[src/rtl/core/lmf_pkg.sv]
// ----------------------------------------------------------------------------
// lmf_pkg
// Widths, register codes and control structs of the label majority filter.
// ----------------------------------------------------------------------------
package lmf_pkg;

	// fixed field and register widths
	localparam int LABEL_W      = 5;
	localparam int WIDTH_REG_W  = 9;
	localparam int HEIGHT_REG_W = 13;
	localparam int RADIUS_REG_W = 2;
	localparam int COUNT_REG_W  = 5;
	localparam int CFG_IDX_W    = 2;
	localparam int CFG_DATA_W   = 13;
	localparam int ROW_W        = 12;
	localparam int MAX_HEIGHT   = 4096;
	localparam int BEST_W       = 4;

	// parameter defaults
	localparam int MAX_WIDTH_DEF  = 256;
	localparam int MAX_RADIUS_DEF = 2;
	localparam int MAX_LABELS_DEF = 16;

	// register reset values
	localparam logic [WIDTH_REG_W-1:0]  WIDTH_RST  = 9'd256;
	localparam logic [HEIGHT_REG_W-1:0] HEIGHT_RST = 13'd256;
	localparam logic [RADIUS_REG_W-1:0] RADIUS_RST = 2'd1;
	localparam logic [COUNT_REG_W-1:0]  COUNT_RST  = 5'd16;

	// register indexes
	typedef enum logic [CFG_IDX_W-1:0] {
		REG_WIDTH  = 2'd0,
		REG_HEIGHT = 2'd1,
		REG_RADIUS = 2'd2,
		REG_COUNT  = 2'd3
	} cfg_reg_t;

	// sequencer to vote unit
	typedef struct packed {
		logic               clear;
		logic               inc;
		logic [LABEL_W-1:0] label;
		logic               pick;
	} vote_ctrl_t;

	// vote unit to sequencer
	typedef struct packed {
		logic              done;
		logic [BEST_W-1:0] best;
	} vote_stat_t;

endpackage

[src/rtl/core/lmf_vote.sv]
// ----------------------------------------------------------------------------
// lmf_vote
// Per-label vote counters and a sequential search for the winning label.
// ----------------------------------------------------------------------------
module lmf_vote #(
	parameter int MAX_RADIUS = 2,
	parameter int MAX_LABELS = 16
) (
	input  logic                              clk,
	input  logic                              arst_n,
	input  lmf_pkg::vote_ctrl_t               ctrl,
	input  logic [lmf_pkg::COUNT_REG_W-1:0]   k,
	output lmf_pkg::vote_stat_t               stat
);
	import lmf_pkg::*;

	localparam int VOTE_N = (MAX_LABELS < 16) ? MAX_LABELS : 16;
	localparam int CNT_W  = $clog2((2 * MAX_RADIUS + 1) * (2 * MAX_RADIUS + 1) + 1);

	logic [CNT_W-1:0]       cnt_q [VOTE_N];
	logic [CNT_W-1:0]       sel_cnt;
	logic [CNT_W-1:0]       best_cnt_q;
	logic [BEST_W-1:0]      best_q;
	logic [COUNT_REG_W-1:0] c_q;
	logic                   picking_q;
	logic                   done_q;
	logic                   votes;

	// a label votes when not masked and below the label count
	assign votes = ctrl.inc && !ctrl.label[LABEL_W-1] && (ctrl.label < k);

	// counters
	always_ff @(posedge clk) begin
		for (int i = 0; i < VOTE_N; i++) begin
			if (ctrl.clear) begin
				cnt_q[i] <= '0;
			end else if (votes && (int'(ctrl.label) == i)) begin
				cnt_q[i] <= cnt_q[i] + 1'b1;
			end
		end
	end

	// count of the label under test
	always_comb begin
		sel_cnt = '0;
		for (int i = 0; i < VOTE_N; i++) begin
			if (int'(c_q) == i) begin
				sel_cnt = cnt_q[i];
			end
		end
	end

	// search: strictly greater wins, so ties keep the lowest label
	always_ff @(posedge clk or negedge arst_n) begin
		if (!arst_n) begin
			picking_q  <= 1'b0;
			done_q     <= 1'b0;
			c_q        <= '0;
			best_q     <= '0;
			best_cnt_q <= '0;
		end else begin
			done_q <= 1'b0;
			if (ctrl.pick) begin
				picking_q  <= 1'b1;
				c_q        <= COUNT_REG_W'(1);
				best_q     <= '0;
				best_cnt_q <= cnt_q[0];
			end else if (picking_q) begin
				if (c_q >= k) begin
					picking_q <= 1'b0;
					done_q    <= 1'b1;
				end else begin
					if (sel_cnt > best_cnt_q) begin
						best_q     <= c_q[BEST_W-1:0];
						best_cnt_q <= sel_cnt;
					end
					c_q <= c_q + 1'b1;
				end
			end
		end
	end

	assign stat.done = done_q;
	assign stat.best = best_q;

endmodule

[config.mk]
export PLATFORM = sky130hd
export DESIGN_NAME = lmf_vote
export DESIGN_NICKNAME = d
export VERILOG_FILES = /design/src/rtl/core/lmf_pkg.sv /design/src/rtl/core/lmf_vote.sv
export SDC_FILE = /design/constraint.sdc
export NUM_CORES = 1
export LEC_CHECK = 0
export BUFFER_PORTS_ARGS = -buffer_cell sky130_fd_sc_hd__clkbuf_2
export CAP_MARGIN = 25
export CORE_MARGIN = 1.5
export CORE_UTILIZATION = 55
export DETAILED_ROUTE_END_ITERATION = 8
export PLACE_DENSITY_LB_ADDON = 0.1
export SLEW_MARGIN = 5
export SYNTH_ARGS = -nofsm -noshare
export SYNTH_HDL_FRONTEND = slang
export SYNTH_SLANG_ARGS = --single-unit
export TNS_END_PERCENT = 30
[constraint.sdc]
create_clock -name clk -period 4.7 [get_ports clk]
set_clock_uncertainty 0.1 [all_clocks]
set_input_delay 0 -clock clk [delete_from_list [all_inputs] [get_ports clk]]
set_output_delay 0 -clock clk [all_outputs]
set_load 0.005 [all_outputs]
==> flow_metrics.env, run 1 <==
export IMPL_path_clk_slew_ps=70
export IMPL_ys_seq_area_share_pct=43.3
export IMPL_start_util_pct=56.5
export IMPL_synthTopCellsByCount="80 x edfxtp_1, 77 x nor4_1, 41 x nand3_1, 40 x inv_1, 40 x nand2_1"
export IMPL_antenna_found_initial=0
export IMPL_ys_flop_type="edfxtp_1"
export IMPL_period_minus_slack_ps=4280
export IMPL_core_area_mm2=0.0115
export IMPL_path_class="reg2reg"
export IMPL_layout_area_overhead_vs_synth_pct=7.63
export IMPL_grt_pass1_wl_um=27200
export IMPL_fin_tns_setup_ps=0
export IMPL_vias_per_cell=6.51
export IMPL_hold_buffers=4
export IMPL_regArea_mm2=0.00280
export IMPL_hold_viol_final=0
export IMPL_cp_max_fo=12
export IMPL_rr_startpoint="c_q[1]"
export IMPL_grt_pass1_vias=5139
export IMPL_drc_errors=0
export IMPL_async_flop_share_pct=16.7
export IMPL_fin_crit_sh_pct=91.0
export IMPL_hpwlAfterDp_um=11600
export IMPL_outcome="completed"
export IMPL_p_clk_share_pct=22.6
export IMPL_clk_latency_ps=360
export IMPL_ys_seq_elements=96
export IMPL_grt_total_usage_pct=27.8
export IMPL_max_slew_margin_pct=35.0
export IMPL_ant_nets=0
export IMPL_numPortBuffers=19
export IMPL_synth_enable_flop_cells=80
export IMPL_gp_congestion=0.981
export IMPL_crit_end="best_cnt_q[3]"
export IMPL_crit_arrival_ps=4420
export IMPL_synth_most_common_cell="edfxtp_1"
export IMPL_clock_fmax_mhz=234
export IMPL_reg2reg_to="best_cnt_q[3]"
export IMPL_nNetsFinal=697
export IMPL_reg2reg_depth=16
export IMPL_p_comb_share_pct=43.5
export IMPL_drive_gt1_share_pct=10.4
export IMPL_switching_share_pct=37.1
export IMPL_multi_input_area_mm2=0.00329
export IMPL_wirelength_um=16400
export IMPL_synthDistinctLibCells=71
export IMPL_grt_max_degree=49
export IMPL_fill_cells=992
export IMPL_cts_tree="yes"
export IMPL_syn_avg_cell_area_um2=9.97
export IMPL_rows=39
export IMPL_syn_cell_area_mm2=0.00648
export IMPL_setup_violations=0
export IMPL_power_internal_uw=2020
export IMPL_drtIter0Drc=513
export IMPL_wl_per_cell_um=20.6
export IMPL_cts_buffers=9
export IMPL_slew_violations=0
export IMPL_yosysWarningCount=0
export IMPL_min_path_type="in2reg"
export IMPL_peakVddDrop_mv=0.370
export IMPL_synth_nets=700
export IMPL_cts_root_buf="clkbuf_16"
export IMPL_cts_sinks=96
export IMPL_yosysTopAreaCell="edfxtp_1"
export IMPL_dieArea_mm2=0.0124
export IMPL_htreeDepth=3
export IMPL_worst_pin_slew_ps=972
export IMPL_maxCapViolations=0
export IMPL_reg2reg_setup_slack_ps=420
export IMPL_grt_overflow_total=0
export IMPL_clk_path_buf_depth=2
export IMPL_critPathLaunch="c_q[1]"
export IMPL_ys_top_cells_by_area="edfxtp_1 37%, nor4_1 7.4%, ha_1 6.8%, dfrtp_1 6.2%, xor2_1 3.8%"
export IMPL_io_pins=20
export IMPL_post_cts_resized=0
export IMPL_die_w_um=112
export IMPL_required_ps=4840
export IMPL_p_leak_uw=0.00246
export IMPL_dr_total_vias=5177
export IMPL_worstSetupEndpointType="register"
export IMPL_fin_total_pwr_uw=3220
export IMPL_die_h_um=112
export IMPL_sequentialPowerShare_pct=33.8
export IMPL_p_switching_uw=1190
export IMPL_yosysTopAreaCellShare_pct=37.1
export IMPL_firstDrtPassIters=5
export IMPL_critPathLaunchType="register"
export IMPL_cts_setup_buffers=0
export IMPL_cellPowerDensity_mw_per_mm2=461
export IMPL_synth_cells=650
export IMPL_n_antenna_cell=0
export IMPL_grt_setup_unrepaired="no"
worst min path at each step:
stage | endpoint | startpoint | slack (ps) | depth (start not counted)
floorplan | best_cnt_q[0] | arst_n | -400 | 0
global placement | best_q[3] | arst_n | -160 | 1
detailed placement | best_q[3] | arst_n | -160 | 1
CTS | cnt_q[1][6] | ctrl[3] | 210 | 4
global route | cnt_q[1][6] | ctrl[3] | 250 | 4
finish | cnt_q[0][30] | ctrl[1] | 230 | 4
stage by stage:
step	util (%)	std cells	worst slack [ps]	hold WS, ps	area [µm²]
2_1_floorplan	-	650	681	-396	6480
3_3_place_gp	57.9	775	512	-163	6640
3_5_place_dp	57.9	775	444	-162	6640
4_1_cts	60.8	795	416	214	6970
5_1_grt	60.8	795	111	248	6970
6_report	60.8	795	422	231	6970
critical path, stage by stage (launching register included):
cell and delay, ps:
dfrtp_1 460, ha_1 460, and3_1 220, ha_1 370, inv_1 150, o221ai_1 340, a21oi_1 100, a211oi_1 280
nand2_1 100, ha_1 310, nand3_1 90, o22ai_1 80, a31o_2 230, a2111oi_4 340, buf_4 210, nor3_1 50
a311o_1 280
registers in the layout, indices dropped and copies added (netlist names):
signal and cells:
cnt_q 80, best_cnt_q 5, c_q 5, best_q 4, done_q 1, picking_q 1
metal layers:
metal | GRT usage (%) | wire length (µm) | vias up
met5 | 0 | 0 | -
met4 | 13.5 | 568 | 0
met3 | 3.81 | 912 | 41
met2 | 43.6 | 7510 | 165
met1 | 38.2 | 7410 | 2503
li1 | - | - | 2468
power groups by stage:
stage | Combinational [µW] | Sequential, µW | Clock [µW]
finish | 1400 | 1090 | 728
global route | 1550 | 1100 | 768
CTS | 1390 | 1090 | 734
detailed placement | 1370 | 1110 | 0
global placement | 1360 | 1100 | 0
floorplan | 1100 | 1060 | 0
cell usage in the layout (no fill, tap or decap), drive strengths merged, types with 3 or more instances in the layout:
cell and n:
nor4 77, clkbuf 29, a2111oi 6, xnor2 23, mux2i 5, nand4b 3, and2 3, nand3b 8
o221ai 4, and3 3, o22ai 4, a221oi 3, o211ai 3, a21oi 25, nand2b 10, or2 3
or3 3, dfrtp 16, o311a 3, nand2 40, o21ai 14, nand3 41, nor4b 4, inv 41
nor3 10, edfxtp 80, xor2 28, a31o 3, buf 15, nor3b 4, dlygate4sd3 4, nor2b 7
a311oi 3, a21o 6, ha 35, o21bai 17, nor2 23, a211oi 8
logic make-up after synthesis:
logic type | synth area share (%)
AO/OA/AOI/OAI | 14.8
adder cells (fa/ha/maj) | 6.76
flip-flops | 43.3
multiplexers | 0.773
buffers and inverters | 6.01
XOR/XNOR | 6.90
AND/OR/NAND/NOR | 21.5
layout make-up:
cell class                 count  share of cell area [%]
inverter                      40                    2.15
tap                          143                    2.57
clock buffer                  10                    3.28
clock inverter                 6                   0.844
timing repair buffer          38                    3.73
sequential                    96                    40.2
multi-input combinational    462                    47.2
Note: power is estimated with default switching activity, not from simulation.
==> run 2: changes to the inputs <==
CORE_MARGIN = 5   (was 1.5)
==> run 2 against run 1 <==
Critical path type unchanged. Global-route usage down 3.8 points. The flow now finishes with violations (negative hold slack). Final cell count down 0.13%. Register-to-register slack worse by 20 ps.
==> flow_metrics.env, run 2 (synthesis results as in run 1) <==
export IMPL_hold_buffers=2
export IMPL_clock_fmax_mhz=233
export IMPL_dp_cells=776
export IMPL_start_util_pct=56.5
export IMPL_path_clk_slew_ps=60
export IMPL_largest_register_ff_count=80
export IMPL_crit_path_top_delay_cell="dfrtp_1"
export IMPL_cts_root_buf="clkbuf_16"
export IMPL_wl_per_cell_um=20.9
export IMPL_htreeDepth=3
export IMPL_sequentialPowerShare_pct=34.8
export IMPL_layout_common_cells="80 x edfxtp_1, 77 x nor4_1, 41 x nand3_1"
export IMPL_slew_violations=0
export IMPL_path_class="reg2reg"
export IMPL_post_cts_resized=0
export IMPL_min_path_type="in2async"
export IMPL_fin_tns_setup_ps=0
export IMPL_die_w_um=119
export IMPL_met1_usage_pct=34.3
export IMPL_gp_congestion=0.959
export IMPL_grt_pass1_wl_um=27000
export IMPL_critPathLaunchType="register"
export IMPL_max_stage_delay_ps=450
export IMPL_switching_share_pct=37.8
export IMPL_cts_buffers=9
export IMPL_maxCapViolations=0
export IMPL_worstSetupEndpointType="register"
export IMPL_power_internal_uw=1940
export IMPL_p_switching_uw=1180
export IMPL_hpwlAfterDp_um=11800
export IMPL_cellPowerDensity_mw_per_mm2=451
export IMPL_failed_checks="negative hold slack"
export IMPL_hold_viol_final=4
export IMPL_layout_commonest_cell="edfxtp_1"
export IMPL_crit_arrival_ps=4440
export IMPL_outcome="complete, but fails checks"
export IMPL_p_comb_share_pct=43.9
export IMPL_grt_overflow_total=0
export IMPL_clk_latency_ps=360
export IMPL_grt_most_used_layer="met2"
export IMPL_setup_violations=0
export IMPL_fin_crit_sh_pct=91.5
export IMPL_layout_area_overhead_vs_synth_pct=6.76
export IMPL_met2_usage_pct=36.1
export IMPL_firstDrtPassIters=5
export IMPL_reg2reg_depth=16
export IMPL_ant_nets=0
export IMPL_cp_max_fo=14
export IMPL_io_pins=20
export IMPL_grt_total_usage_pct=24.0
export IMPL_crit_top_cell="ha_1"
export IMPL_rows=39
export IMPL_peakVddDrop_mv=0.382
export IMPL_largestRegisters="cnt_q x80, best_cnt_q x5, c_q x5"
export IMPL_grt_setup_unrepaired="no"
export IMPL_final_core_util_pct=60.3
export IMPL_core_area_mm2=0.0115
export IMPL_worst_pin_slew_ps=931
export IMPL_vias_per_cell=6.49
export IMPL_dr_total_vias=5157
export IMPL_period_minus_slack_ps=4300
export IMPL_dieArea_mm2=0.0140
export IMPL_drive_gt1_share_pct=10.3
export IMPL_regMostFlops="cnt_q"
export IMPL_cts_sinks=96
export IMPL_rr_startpoint="c_q[1]"
export IMPL_clk_path_buf_depth=2
export IMPL_antenna_found_initial=0
export IMPL_n_antenna_cell=0
export IMPL_layoutNonFillerInstCount=794
export IMPL_p_leak_uw=0.00244
export IMPL_cts_setup_buffers=0
export IMPL_drc_errors=0
export IMPL_cts_tree="yes"
export IMPL_max_slew_margin_pct=37.9
export IMPL_met3_usage_pct=4.58
export IMPL_numPortBuffers=19
export IMPL_drtIter0Drc=657
export IMPL_required_ps=4840
export IMPL_whs_ps=-0.669
export IMPL_grt_max_degree=38
export IMPL_grt_pass1_vias=4931
export IMPL_die_h_um=119
export IMPL_wirelength_um=16600
export IMPL_critPathLaunch="c_q[1]"
export IMPL_p_clk_share_pct=21.3
export IMPL_fill_cells=974
export IMPL_nNetsFinal=696
export IMPL_path_cells="ha_1, and3_1, ha_1, inv_1, o221ai_1, a21oi_1, a211oi_1, nand2_1, ha_1, nand3_1, o22ai_1, a31o_2, a2111oi_4, buf_4, nor3_1, a311o_1"
## run 2: cell count changes in the layout (fill, tap and decap cells not counted)
cell           delta
bufinv_16         -1
dlygate4sd3_1     -2
buf_4             +2
clkinv_1          +1
clkbuf_1          +1
clkinv_2          +1
clkinvlp_2        -1
buf_12            -1
inv_6             -1
## run 2: power groups by stage
| stage | Combinational [µW] | Clock (µW) | Sequential [µW] |
|---|---|---|---|
| global route | 1510 | 713 | 1090 |
| global placement | 1330 | 0 | 1100 |
| floorplan | 1100 | 0 | 1060 |
| CTS | 1350 | 674 | 1080 |
| finish | 1370 | 664 | 1080 |
| detailed placement | 1350 | 0 | 1100 |
## run 2: final cells by class
class,count,area [µm²],area share (%)
Multi-Input combinational cell,462,3290,47.6
Sequential cell,96,2800,40.5
Inverter,40,150,2.17
Clock buffer,11,233,3.37
Timing Repair Buffer,37,235,3.40
Tap cell,143,179,2.59
Clock inverter,5,23.8,0.344
## run 2: worst paths after layout
kind | end | slack (ps)
max | best_cnt_q[3] | 400
min | best_q[2] | -0.7
max reg2reg | best_cnt_q[3] | 400
min reg2reg | best_q[2] | 430
max in group asynchronous | c_q[0] | 4200
min in group clk | cnt_q[0][1] | 120
## run 2: worst max-delay path: cells and delay by family (launching register included)
family                     cells  cell delay (ps)
AOI/OAI and AO/OA              7             1650
adders and majority gates      3             1080
buffers and inverters          2              430
DFF                            1              450
and+or+nand+nor                4              470
## run 2: through the flow
stage / power [µW] / instance area, µm² / hold slack (ps) / setup slack [ps]
floorplan: 2150 / 6480 / -396 / 681
global placement: 2420 / 6630 / -148 / 488
detailed placement: 2450 / 6640 / -149 / 443
CTS: 3110 / 6920 / 6.06 / 415
global route: 3310 / 6920 / 61.2 / 73.7
finish: 3120 / 6920 / -0.669 / 402
## run 2: per-layer routing
layer | share of wire [%] | up-vias | routed length (µm)
met4 | 2.7 | 0 | 449
met2 | 45 | 196 | 7520
met3 | 6.2 | 34 | 1030
met1 | 46 | 2461 | 7560
li1 | - | 2466 | -
met5 | 0 | - | 0
==> run 3: changes to the inputs <==
BUFFER_PORTS_ARGS = -buffer_cell sky130_fd_sc_hd__buf_2   (was -buffer_cell sky130_fd_sc_hd__clkbuf_2)
CORE_UTILIZATION = 30   (was 55)
==> run 3 against run 2 <==
The flow now finishes without violations. Register-to-register slack worse by 50 ps. Clock power is 22% higher. Clock-buffer cell count is 1 lower. Sequential share of layout area is 1.5 points lower. Non-clock buffer count is 5 higher. Worst hold slack better by 250 ps. Highest routed layer unchanged.
==> flow_metrics.env, run 3 (synthesis results as in run 1) <==
export IMPL_cts_tree="yes"
export IMPL_dieArea_mm2=0.0246
export IMPL_crit_path_top_delay_cell="dfrtp_1"
export IMPL_min_path_type="in2reg"
export IMPL_layout_commonest_cell="edfxtp_1"
export IMPL_numPortBuffers=19
export IMPL_start_util_pct=30.6
export IMPL_finalWorstSetupSlack_ps=355
export IMPL_core_area_mm2=0.0212
export IMPL_drive_gt1_share_pct=11.4
export IMPL_slew_violations=0
export IMPL_drc_errors=0
export IMPL_path_clk_slew_ps=70
export IMPL_grt_overflow_total=0
export IMPL_clock_fmax_mhz=230
export IMPL_cts_setup_buffers=0
export IMPL_setup_violations=0
export IMPL_firstDrtPassIters=5
export IMPL_required_ps=4800
export IMPL_cts_sinks=96
export IMPL_max_stage_delay_ps=480
export IMPL_critPathLaunchType="register"
export IMPL_htreeDepth=3
export IMPL_outcome="completed"
export IMPL_multi_input_area_mm2=0.00329
export IMPL_p_leak_uw=0.00250
export IMPL_antenna_found_initial=0
export IMPL_fin_crit_sh_pct=92.4
export IMPL_io_pins=20
export IMPL_worst_pin_slew_ps=796
export IMPL_worstSetupEndpointType="register"
export IMPL_largest_register_ff_count=80
export IMPL_grt_setup_unrepaired="no"
export IMPL_layout_common_cells="80 x edfxtp_1, 77 x nor4_1, 41 x nand3_1"
export IMPL_worstHoldPathCells=5
export IMPL_cts_buffers=9
export IMPL_wirelength_um=19500
export IMPL_regMostFlops="cnt_q"
export IMPL_ant_nets=0
export IMPL_path_cells="inv_1, ha_1, buf_4, a211oi_1, o21ai_0, a41oi_1, nor3_1, a2111oi_2, nor2_1, ha_1, nand2_1, o22ai_1, a31o_2, a2111oi_4, buf_4, and3_1, a21oi_1"
export IMPL_grt_total_usage_pct=16.1
export IMPL_n_antenna_cell=0
export IMPL_vias_per_cell=5.49
export IMPL_peakVddDrop_mv=0.206
export IMPL_fin_tns_setup_ps=0
export IMPL_cp_max_fo=15
export IMPL_grt_max_degree=49
export IMPL_die_h_um=157
export IMPL_regArea_mm2=0.00280
export IMPL_reg2reg_depth=17
export IMPL_grt_pass1_wl_um=30700
export IMPL_cts_root_buf="clkbuf_16"
export IMPL_cellPowerDensity_mw_per_mm2=462
export IMPL_dr_total_vias=5115
export IMPL_gp_congestion=0.906
export IMPL_drtIter0Drc=296
export IMPL_crit_arrival_ps=4450
export IMPL_layout_area_overhead_vs_synth_pct=10.9
export IMPL_hold_viol_final=0
export IMPL_nNetsFinal=701
export IMPL_die_w_um=157
export IMPL_clk_latency_ps=360
export IMPL_wl_per_cell_um=20.9
export IMPL_maxCapViolations=0
export IMPL_max_slew_margin_pct=46.9
export IMPL_largestRegisters="cnt_q x80, best_cnt_q x5, c_q x5"
export IMPL_path_class="reg2reg"
export IMPL_period_minus_slack_ps=4340
export IMPL_rows=53
export IMPL_hpwlAfterDp_um=14200
export IMPL_clk_path_buf_depth=2
export IMPL_grt_pass1_vias=5067
export IMPL_fill_cells=2117
export IMPL_pre_cts_slack_ps=235
[run 3: changes by cell type in the layout (fill, tap and decap cells not counted), sizes merged]
cell         delta
clkinv          -1
inv             +1
clkbuf         -20
dlygate4sd3     +2
clkinvlp        -1
bufinv          +2
buf            +22
[run 3: cell type report]
cell class | count | area share [%]
clock inverters | 6 | 1.27
well taps | 275 | 4.79
flip-flops and latches | 96 | 39.0
inverters | 40 | 2.09
repair buffers | 42 | 3.87
multi-input cells | 462 | 45.8
clock buffers | 10 | 3.19
[run 3: path summary, 6_finish.rpt]
check	endpoint	from	slack (ps)
worst max-delay path	best_cnt_q[2]	c_q[1]	360
worst min-delay path	done_q	k[4]	250
worst max register to register	best_cnt_q[2]	c_q[1]	360
worst min register to register	best_q[0]	best_q[0]	420
max in group asynchronous	c_q[1]	arst_n	3050
min in group asynchronous	best_cnt_q[3]	arst_n	500
[run 3: what timing repair did]
action                                 in CTS  in global routing
endpoints found under the hold margin      24                  0
setup endpoints to repair                   0                  9
hold buffers                                4                  0
resized for setup                           0                  2
[run 3: routing by layer]
| layer | global-route usage [%] | share of wire [%] | vias up |
|---|---|---|---|
| met1 | 23.3 | 49 | 2541 |
| met2 | 25.2 | 46 | 87 |
| met4 | 4.09 | 1.5 | 0 |
| met3 | 2.78 | 3.7 | 14 |
| li1 | - | - | 2473 |
| met5 | 0 | 0 | - |
[run 3: worst max-delay path: cells and delay by family (launching register included)]
family | cells | cell delay, ps
compound gates | 8 | 1860
fa+ha+maj | 2 | 680
buf+inv | 3 | 600
flops | 1 | 480
simple gates | 4 | 470
[run 3: metrics by stage]
step / hold WS, ps / utilization [%] / area [µm²] / total power, µW / std cells
after global placement: -161 / 32.2 / 6820 / 2520 / 911
after global routing: 277 / 34.0 / 7190 / 3540 / 931
final: 248 / 34.0 / 7190 / 3320 / 931
after detailed placement: -156 / 32.2 / 6820 / 2520 / 911
after floorplan: -396 / - / 6480 / 2150 / 650
after CTS: 227 / 33.9 / 7180 / 3340 / 931
[run 3: power breakdown]
group	internal (µW)	switching, µW
Clock	470	339
Combinational	621	802
Sequential	995	95.9
